--- config.mk ---
export PLATFORM = sky130hd
export DESIGN_NAME = mba_ctrl
export DESIGN_NICKNAME = d
export VERILOG_FILES = /design/src/design/mba_pkg.sv /design/src/design/mba_ctrl.sv
export SDC_FILE = /design/constraint.sdc
export NUM_CORES = 1
export LEC_CHECK = 0
export BUFFER_PORTS_ARGS = -buffer_cell sky130_fd_sc_hd__buf_2
export CAP_MARGIN = 20
export CORE_AREA = 2 2 40 42
export CTS_CLUSTER_DIAMETER = 30
export DETAILED_ROUTE_END_ITERATION = 7
export DIE_AREA = 0 0 42 44
export PLACE_DENSITY = 0.53
export SLEW_MARGIN = 20
export SYNTH_ARGS = -nofsm -noshare
export SYNTH_HDL_FRONTEND = slang
export SYNTH_SLANG_ARGS = --single-unit
export TNS_END_PERCENT = 50
--- constraint.sdc ---
create_clock -name i_clk -period 1.1 [get_ports i_clk]
set_input_delay 0 -clock i_clk [delete_from_list [all_inputs] [get_ports i_clk]]
set_output_delay 0 -clock i_clk [all_outputs]
set_load 0.005 [all_outputs]
--- src/design/mba_pkg.sv ---
// Shared types and constants for the marker byte allocator.
// Used by mba_ctrl, mba_dpath and marker_byte_allocator; no dependencies.

package mba_pkg;

    // Item kinds carried on the input tuser
    localparam logic [1:0] KIND_INIT  = 2'd0;
    localparam logic [1:0] KIND_ALLOC = 2'd1;
    localparam logic [1:0] KIND_FREE  = 2'd2;

    // Configuration register indexes
    localparam logic CFG_BASE = 1'b0;
    localparam logic CFG_SIZE = 1'b1;

    localparam int CFG_IDX_W  = 1;
    localparam int CFG_DATA_W = 11;

    // Field widths
    localparam int KIND_W   = 2;
    localparam int SIZE_W   = 11;
    localparam int OFFSET_W = 10;
    localparam int COUNT_W  = 11;
    localparam int BASE_W   = 6;

    localparam int IN_TDATA_W  = 24;
    localparam int OUT_TDATA_W = 24;

    localparam logic [SIZE_W-1:0] MEM_SIZE_RST = 11'd1024;

    // Controller states
    typedef enum logic [2:0] {
        ST_IDLE,
        ST_INIT,
        ST_SCAN,
        ST_ZERO,
        ST_FREE,
        ST_COUNT,
        ST_DONE
    } t_state;

    // Datapath work modes
    typedef enum logic [2:0] {
        MODE_IDLE,
        MODE_FILL,
        MODE_SCAN,
        MODE_ZERO,
        MODE_FREE,
        MODE_COUNT
    } t_mode;

    // Controller to datapath
    typedef struct packed {
        logic  load;
        t_mode mode;
        logic  to_count;
        logic  emit;
    } t_cmd;

    // Datapath to controller
    typedef struct packed {
        logic fill_end;
        logic scan_found;
        logic scan_end;
        logic zero_end;
        logic free_stop;
        logic count_end;
        logic out_busy;
    } t_sts;

    // Marker byte: low six address bits plus base, with the top bit set
    function automatic logic [7:0] marker(input logic [BASE_W-1:0] base,
                                          input logic [BASE_W-1:0] addr_low);
        return {2'b10, base + addr_low};
    endfunction

endpackage

--- src/design/mba_ctrl.sv ---
// Sequencing state machine for the marker byte allocator.
// Depends on mba_pkg; drives mba_dpath through t_cmd, reads t_sts.

module mba_ctrl (
    input  logic                       i_clk,
    input  logic                       i_rst_n,
    input  logic                       i_in_valid,
    input  logic [mba_pkg::KIND_W-1:0] i_kind,
    input  mba_pkg::t_sts              i_sts,
    output logic                       o_in_ready,
    output mba_pkg::t_cmd              o_cmd
);

    mba_pkg::t_state r_state;
    mba_pkg::t_state n_state;

    always_ff @(posedge i_clk) begin
        if (!i_rst_n) begin
            r_state <= mba_pkg::ST_IDLE;
        end else begin
            r_state <= n_state;
        end
    end

    // Next state
    always_comb begin
        n_state = r_state;
        unique case (r_state)
            mba_pkg::ST_IDLE: begin
                if (i_in_valid) begin
                    unique case (i_kind)
                        mba_pkg::KIND_INIT:  n_state = mba_pkg::ST_INIT;
                        mba_pkg::KIND_ALLOC: n_state = mba_pkg::ST_SCAN;
                        mba_pkg::KIND_FREE:  n_state = mba_pkg::ST_FREE;
                        default:             n_state = mba_pkg::ST_COUNT;
                    endcase
                end
            end
            mba_pkg::ST_INIT: begin
                if (i_sts.fill_end) n_state = mba_pkg::ST_COUNT;
            end
            mba_pkg::ST_SCAN: begin
                if (i_sts.scan_found) begin
                    n_state = mba_pkg::ST_ZERO;
                end else if (i_sts.scan_end) begin
                    n_state = mba_pkg::ST_COUNT;
                end
            end
            mba_pkg::ST_ZERO: begin
                if (i_sts.zero_end) n_state = mba_pkg::ST_COUNT;
            end
            mba_pkg::ST_FREE: begin
                if (i_sts.free_stop) n_state = mba_pkg::ST_COUNT;
            end
            mba_pkg::ST_COUNT: begin
                if (i_sts.count_end) n_state = mba_pkg::ST_DONE;
            end
            mba_pkg::ST_DONE: begin
                if (!i_sts.out_busy) n_state = mba_pkg::ST_IDLE;
            end
            default: n_state = mba_pkg::ST_IDLE;
        endcase
    end

    // Outputs; no item is taken while reset is held
    always_comb begin
        o_in_ready     = (r_state == mba_pkg::ST_IDLE) && i_rst_n;
        o_cmd.load     = (r_state == mba_pkg::ST_IDLE) && i_rst_n && i_in_valid;
        o_cmd.to_count = (r_state != mba_pkg::ST_IDLE) && (r_state != mba_pkg::ST_COUNT)
                         && (n_state == mba_pkg::ST_COUNT);
        o_cmd.emit     = (r_state == mba_pkg::ST_DONE) && !i_sts.out_busy;
        unique case (r_state)
            mba_pkg::ST_INIT:  o_cmd.mode = mba_pkg::MODE_FILL;
            mba_pkg::ST_SCAN:  o_cmd.mode = mba_pkg::MODE_SCAN;
            mba_pkg::ST_ZERO:  o_cmd.mode = mba_pkg::MODE_ZERO;
            mba_pkg::ST_FREE:  o_cmd.mode = mba_pkg::MODE_FREE;
            mba_pkg::ST_COUNT: o_cmd.mode = mba_pkg::MODE_COUNT;
            default:           o_cmd.mode = mba_pkg::MODE_IDLE;
        endcase
    end

endmodule

== Word level (Yosys, flattened, before mapping) ==
Index checks and enable logic that the tools add are counted.
Word-level totals
  bits in read-only memories: 0
  output and inout bits: 7
  latch bits: 0
  bits of input ports: 12
  bits in writable memories: 0
  register bits: 3
  memories: 0
Cells by class
  bitwise logic cells: 0
  divide/modulo/power cells: 0
  eq/ne operators: 10
  $lt $le $gt $ge: 0
  $mul: 0
  reductions and logical operators: 9
  shift-type cells: 0
  multiplexer cells: 11
  add/subtract/negate cells: 0
Operators by type and width (count)
  $mux 3: 8
  $pmux 3 s7: 1
  $pmux 3 s5: 1
  $eq 3x3->1 const B: 4
  $pmux 3 s3: 1
  $eq 3x2->1 const B: 2
  $logic_and 1x1->1: 5
  $eq 3x1->1 const B: 1
  $logic_not 3->1: 1
  $ne 3x3->1 const B: 1
  $reduce_bool 3->1: 1
  $eq 2x1->1 const B: 1
  $eq 2x2->1 const B: 1
  $logic_not 2->1: 1
  $logic_not 1->1: 1

== Longest topological paths before layout ==
Gate-level depths: netlist of run 1.
  depth in word-level cells: 6
  gate-level depth with buffers: 6
  depth with buffers taken out: 6

== Worst setup path after synthesis of run 1 ==
OpenSTA, ideal clock, no wires.
  path type: register to register
  start: register r_state[2]
  end: register r_state[2]
  data required time: 973 ps
  slack: -64 ps
  arrival time: 1037 ps
  library setup time: 127 ps
  cell stages (with the launch flop): 5
  cells stage by stage: dfxtp_1 buf_6 and2b_1 a2111oi_4 nor2_1
On the way
  longest elaborated chain between the ends: 3
  elaborated cells on any way between the ends: 16
  classes of those cells: eq/ne: 6; mux: 9; reduce/logical: 1
RTL lines
  start, declared: line mba_ctrl.sv:14  | mba_pkg::t_state r_state;
  start signal, assigned: line mba_ctrl.sv:19  | r_state <= mba_pkg::ST_IDLE;
  start signal, assigned: line mba_ctrl.sv:21  | r_state <= n_state;
  $mux 3: line mba_ctrl.sv:45  | end else if (i_sts.scan_end) begin
  $mux 3: line mba_ctrl.sv:43  | if (i_sts.scan_found) begin
  $pmux 3 s7 (*): line mba_ctrl.sv:28  | unique case (r_state)
Mark *: on every way between the ends. The rest lies on a longest branch, timed or not.
A chain may end at the register's enable or synchronous reset.

==> results by group, run 1 <==
Clock network
  – CTS Buf Count: 3
  – CTS max path bufs: 2
  – Clock sink count: 3
  – Clock-pin slew on the worst setup and hold paths: ~40 ps
  – CTS tree: built
  – CTS root buf: clkbuf_4
  – H-Tree Depth: 1
  – Worst skew pair latency: around 240 ps

Yosys
  – Area contributors post-synth: dfxtp_1 (15%), ha_1 (9.3%), a2111oi_4 (6.9%)
  – Number of synthesized register bits: 3
  – Synth Area per Inst: around 7.7 um^2
  – Area fraction of the dominant cell type after synthesis: between 10% and 20%
  – YS warnings: 0
  – Yosys top cell by area: dfxtp_1
  – Mapped Nets: 67
  – Synth Flop Type: dfxtp_1
  – Synth unique cells: 28
  – Post-Syn Area: 402 um^2
  – EDFF count, synth: 0
  – Sequential share of the synthesized area: approximately 15%
  – Top post-synthesis cells by count: nand2_1 (6), a21oi_1 (4), inv_1 (4), nor2_1 (4)
  – Synth async-reset ratio: 0%
  – Cells after synthesis: 52
  – Most common cell in the netlist: nand2_1

Timing
  – Tcrit/Tclk final: 138%
  – Tightest Pin Transition: about 330 ps
  – Setup Viol. Count Final: 7
  – Fmax achieved: around 660 MHz
  – Final Hold Viols: 0
  – Relative slew slack: between 70% and 80%
  – Sum of negative setup slack: -1210 ps
  – Final worst path period need: about 1500 ps
  – Unrepaired setup endpoints after global routing: true
  – Skew final: 11.3 ps
  – PnR worst setup slack: -421 ps
  – Slew Limit Fails: 0

Worst setup path
  – CP endpoint kind: output port
  – Reg2Reg Depth: 6
  – Crit path kind: flop to output port
  – CP Launch Type: flop
  – CP Data Required Time: about 1100 ps
  – CP Capture Point: o_cmd[1]
  – CP Launch Point: r_state[0]
  – Crit path DAT: 1520 ps
  – Reg-to-Reg Start: r_state[2]
  – FF-to-FF setup slack: -250 ps
  – Worst-path fanout max: 4
  – Worst reg2reg endpoint: r_state[2]

Drt
  – Drt first pass iters: 4
  – Iteration-0 DRC Markers: 21
  – Met3 WL: 91 um
  – DRC errors left: 0
  – ANT nets after route: 0
  – Avg WL per Cell: 12.2 um
  – DRT met1 WL: roughly 480 um
  – Routed WL: ~1300 um
  – Top sig layer: met4
  – Met2 routed WL: roughly 640 um
  – Vias/cell: a little under 5
  – Vias: slightly above 500

Floorplanning
  – Die H: roughly 44 um
  – Starting density of the core: between 20% and 30%
  – Core footprint: 1420 um^2
  – FP Rows: 14
  – IO Count: 19
  – Area of the die: between 1500 and 2000 um^2
  – Die width: about 42 um

GRT
  – Final global-route overflow total: 0
  – Gr usage total: between 10% and 20%
  – Wire length of the first global-routing pass: ~2000 um
  – Vias in the first global route: about 480
  – Largest net degree at the start of global routing: 9
  – Initial antenna violation count: 0

Finish
  – Max reg flops: 3
  – Layout overhead on the synthesized area: 69.5%
  – Diodes inserted: 0
  – Final Instance Count excl. Fillers: ~100
  – Finished layout cell area: around 680 um^2
  – Registers with the most flip-flops: r_state: 3 flops
  – Fin nets: between 100 and 150
  – Top reg by flops: r_state
  – Final Core Density: 48.0%
  – Fraction of layout cells with a size suffix above 1: 58.6%

Power
  – Maximum vdd drop: 0.565 mV
  – Leakage: approximately 0.35 nW
  – PwrDens: 1310 nW/um^2

Placed design
  – DP Area: about 560 um^2
  – GPL Wtd Cong: between 0.8 and 0.9
  – DP HPWL: about 910 um
  – Placed cell count: 93
  – IO buf count: 18
  – Setup slack at placement: -188 ps

Job
  – Maxcap violations: 0

Status
  – Failing checks: negative setup slack
  – Run status: finished with violations

Min path
  – Worst hold path type: input pin to flop
-- worst max-delay path: stages, from the launching register on --
cell	delay (ps)
dfxtp_4	340
buf_6	120
nor3_4	180
o211a_1	220
a2111oi_4	70
nor3_2	200
buf_2	140
-- layout by cell type, fill, tap and decap left out --
cell       instances
o211ai_1           1
o2111ai_1          1
nor2_2             1
nor3_4             1
nor2_1             3
o211a_1            1
nor3b_2            1
and2b_1            1
a21oi_2            2
buf_6              5
and3b_1            1
and2_1             1
inv_1              4
nand2_2            1
a2111oi_4          1
dfxtp_4            3
o21ai_2            2
buf_4             11
a31oi_1            2
o21ai_0            3
ha_1               3
buf_2             18
nand2_1            5
clkbuf_4           3
nand3_1            2
a21oi_1            3
nand2b_1           2
clkbuf_1           1
or2b_1             1
and3_1             1
nor3_2             2
-- area by class of cell --
type | count | area, um^2
timing repair buffer | 34 | 229
sequential | 3 | 71.3
tap | 16 | 20.0
multi-input combinational | 42 | 319
fill | 158 | 738
inverter | 4 | 15.0
clock buffer | 4 | 26.3
-- cells by family (layout without fill, tap and decap cells) --
kind of cell	after synthesis	after routing	share of synthesized area, %
buffers and inverters	7	42	11.2
adders and majority gates	3	3	9.35
AOI/OAI and AO/OA	16	16	30.8
and+or+nand+nor	23	23	33.6
DFF	3	3	15.0
-- routing by layer --
metal  GRT usage, %  up-vias
met4           10.3        0
met2           28.1       28
met5              0        -
met3           3.33        6
met1           15.5      218
li1               -      255
-- through the flow --
| stage | hold slack [ps] | total power (W) |
|---|---|---|
| 2_1_floorplan | 34.2 | 0.000406 |
| 3_3_place_gp | 255 | 0.000559 |
| 3_5_place_dp | 253 | 0.000560 |
| 4_1_cts | 48.7 | 0.000879 |
| 5_1_grt | 78.8 | 0.000948 |
| 6_report | 62.8 | 0.000890 |
-- report_power, final --
| part | switching, W | internal (W) | leakage [nW] |
|---|---|---|---|
| logic | 0.000237 | 0.000294 | 0.308 |
| registers | 0.0000250 | 0.000134 | 0.0267 |
| clock network | 0.0000627 | 0.000136 | 0.0150 |
-- worst min path at each step --
stage / depth (start not counted) / to / slack, ps / startpoint
detailed placement: 3 / o_cmd[0] / 250 / i_sts[0]
global route: 3 / r_state[0] / 80 / i_rst_n
global placement: 3 / o_cmd[0] / 260 / i_sts[0]
CTS: 3 / r_state[0] / 50 / i_rst_n
finish: 3 / r_state[0] / 60 / i_rst_n
floorplan: 1 / o_cmd[0] / 30 / i_sts[0]
-- repair_timing --
action	CTS	global route
hold buffers	0	0
cloned	0	0
resized for setup	13	4
pin swaps	9	1
setup buffers	6	0
setup endpoints to repair	9	10
No activity file was read; power rests on OpenSTA's default activity.
==> run 2: changes to the inputs <==
--- a/config.mk
+++ b/config.mk
@@ -11,7 +11,7 @@
 export CTS_CLUSTER_DIAMETER = 30
 export DETAILED_ROUTE_END_ITERATION = 7
 export DIE_AREA = 0 0 42 44
-export PLACE_DENSITY = 0.53
+export PLACE_DENSITY = 0.51
 export SLEW_MARGIN = 20
 export SYNTH_ARGS = -nofsm -noshare
 export SYNTH_HDL_FRONTEND = slang
==> constraint.sdc (replaced) <==
create_clock -name i_clk -period 1.8 [get_ports i_clk]
set_input_delay 0 -clock i_clk [delete_from_list [all_inputs] [get_ports i_clk]]
set_output_delay 0 -clock i_clk [all_outputs]
set_load 0.005 [all_outputs]
==> run 2 against run 1 <==
Effect of this change:
- the run now ends clean
- sequential power fell by 30%
- global-route usage fell by 2.9 points
- sequential share of layout area rose by 1.3 points
- critical path type unchanged
==> results by group, run 2 (synthesis gave the netlist of run 1 again) <==
Status
  – Run status: finished clean

Job
  – Maxcap violations: 0

Timing
  – Sum of negative setup slack: 0 ps
  – Skew final: between 3 and 4 ps
  – Final worst path period need: around 1600 ps
  – Fmax achieved: slightly above 600 MHz
  – Slew Limit Fails: 0
  – Relative slew slack: 70.1%
  – Final Hold Viols: 0
  – PnR worst setup slack: 178 ps
  – Unrepaired setup endpoints after global routing: false
  – Tightest Pin Transition: approximately 450 ps
  – Tcrit/Tclk final: roughly nine tenths
  – Setup Viol. Count Final: 0

Worst setup path
  – Worst-path fanout max: 9
  – Worst reg2reg endpoint: r_state[2]
  – FF-to-FF setup slack: approximately 430 ps
  – CP bufs+invs: 1
  – CP Data Required Time: 1800 ps
  – Delay-heaviest family, CP: flip-flops
  – Reg-to-Reg Start: r_state[0]
  – CP max stage cell: dfxtp_1
  – Crit path kind: flop to output port
  – CP Launch Point: r_state[0]
  – CP endpoint kind: output port
  – Crit path DAT: approximately 1600 ps
  – CP Launch Type: flop
  – Reg2Reg Depth: 4
  – Cell Chain, Critical Path: nand2b_1 > a21oi_2 > a2111oi_4 > nor3_2 > buf_2
  – Max incr delay on CP: ~520 ps

Floorplanning
  – Starting density of the core: about 28%
  – Die H: between 40 and 50 um
  – IO Count: 19
  – Area of the die: 1850 um^2
  – Core footprint: 1420 um^2
  – Die width: ~42 um
  – FP Rows: 14

GRT
  – Largest net degree at the start of global routing: 14
  – Wire length of the first global-routing pass: 1690 um
  – Final global-route overflow total: 0
  – Vias in the first global route: 408
  – Gr usage total: 12.4%
  – Initial antenna violation count: 0

Placed design
  – Placed cell count: 83
  – DP HPWL: 777 um
  – DP Area: slightly below 500 um^2
  – GPL Wtd Cong: about 0.8
  – Setup slack at placement: 418 ps
  – IO buf count: 18

Power
  – Maximum vdd drop: about 0.33 mV
  – PwrDens: 799 nW/um^2
  – Leakage: ~0.26 nW

Finish
  – Finished layout cell area: slightly above 500 um^2
  – Final Instance Count excl. Fillers: 87
  – Fraction of layout cells with a size suffix above 1: between 30% and 40%
  – Diodes inserted: 0
  – Top reg by flops: r_state
  – Most frequent cells in the layout: buf_2 (18), nand2_1 (6), inv_1 (4), nor2_1 (4), a21oi_1 (4)
  – Fin nets: 87
  – Filler instances: approximately 160
  – Most common cell after layout, fill and taps aside: buf_2
  – Registers with the most flip-flops: r_state: 3 flops
  – Max reg flops: 3
  – Layout overhead on the synthesized area: 26.5%
  – Final Core Density: between 30% and 40%

Min path
  – Worst hold path type: input pin to flop
  – Hold EP: r_state[0]
  – WHS Path Cells: 3
  – Worst hold start: i_rst_n

Clock network
  – CTS max path bufs: 2
  – Clock-pin slew on the worst setup and hold paths: around 40 ps
  – CTS root buf: clkbuf_4
  – Postcts setup bufs: 0
  – CTS tree: built
  – Post-CTS sizing: 0
  – CTS Hold Bufs: 0
  – H-Tree Depth: 1
  – Clock sink count: 3
  – CTS Buf Count: 3
  – Worst skew pair latency: approximately 230 ps

Drt
  – DRC errors left: 0
  – Vias/cell: a little under 5
  – Iteration-0 DRC Markers: 1
  – Drt first pass iters: 2
  – Routed WL: about 950 um
  – Vias: 420
  – Avg WL per Cell: 10.9 um
  – ANT nets after route: 0
-- run 2: changes by cell type in the layout (fill, tap and decap cells not counted), moves of 3 or more --
cell     before  now
buf_4        11    0
buf_6         5    0
dfxtp_1       0    3
dfxtp_4       3    0
-- run 2: power breakdown --
| part | internal, W | total [W] | switching (W) |
|---|---|---|---|
| clock network | 0.0000831 | 0.000118 | 0.0000348 |
| logic | 0.0000860 | 0.000176 | 0.0000904 |
| registers | 0.0000783 | 0.000112 | 0.0000335 |
-- run 2: worst register-to-register path: stages, from the launching register on --
cell and delay (ps):
dfxtp_1 520, nand2b_1 180, a21oi_2 70, a2111oi_4 390, nor2_1 90
-- run 2: area by class of cell --
type	instances	area, um^2	area share, %
inverters	4	15.0	2.96
well taps	16	20.0	3.94
repair buffers	18	90.1	17.7
flip-flops and latches	3	60.1	11.8
multi-input cells	42	297	58.4
clock buffers	4	26.3	5.17
-- run 2: layer usage --
metal / vias to the layer above / wire, um / GRT usage (%)
li1: 219 / - / -
met1: 184 / 426 / 13.8
met2: 17 / 436 / 20.3
met3: 0 / 87 / 7.08
met4: 0 / 0 / 3.87
met5: - / 0 / 0
-- run 2: metrics by stage --
step	hold WS [ps]	total power, W
floorplan	34.2	0.000248
global placement	256	0.000292
detailed placement	258	0.000291
CTS	51.0	0.000414
global route	44.8	0.000454
finish	55.4	0.000406
-- run 2: worst max-delay path by stage --
stage            endpoint  cells past startpoint
2_1_floorplan  r_state[2]                      4
4_1_cts          o_cmd[1]                      5
3_5_place_dp     o_cmd[1]                      5
6_report         o_cmd[1]                      5
5_1_grt          o_cmd[1]                      5
3_3_place_gp   r_state[2]                      4
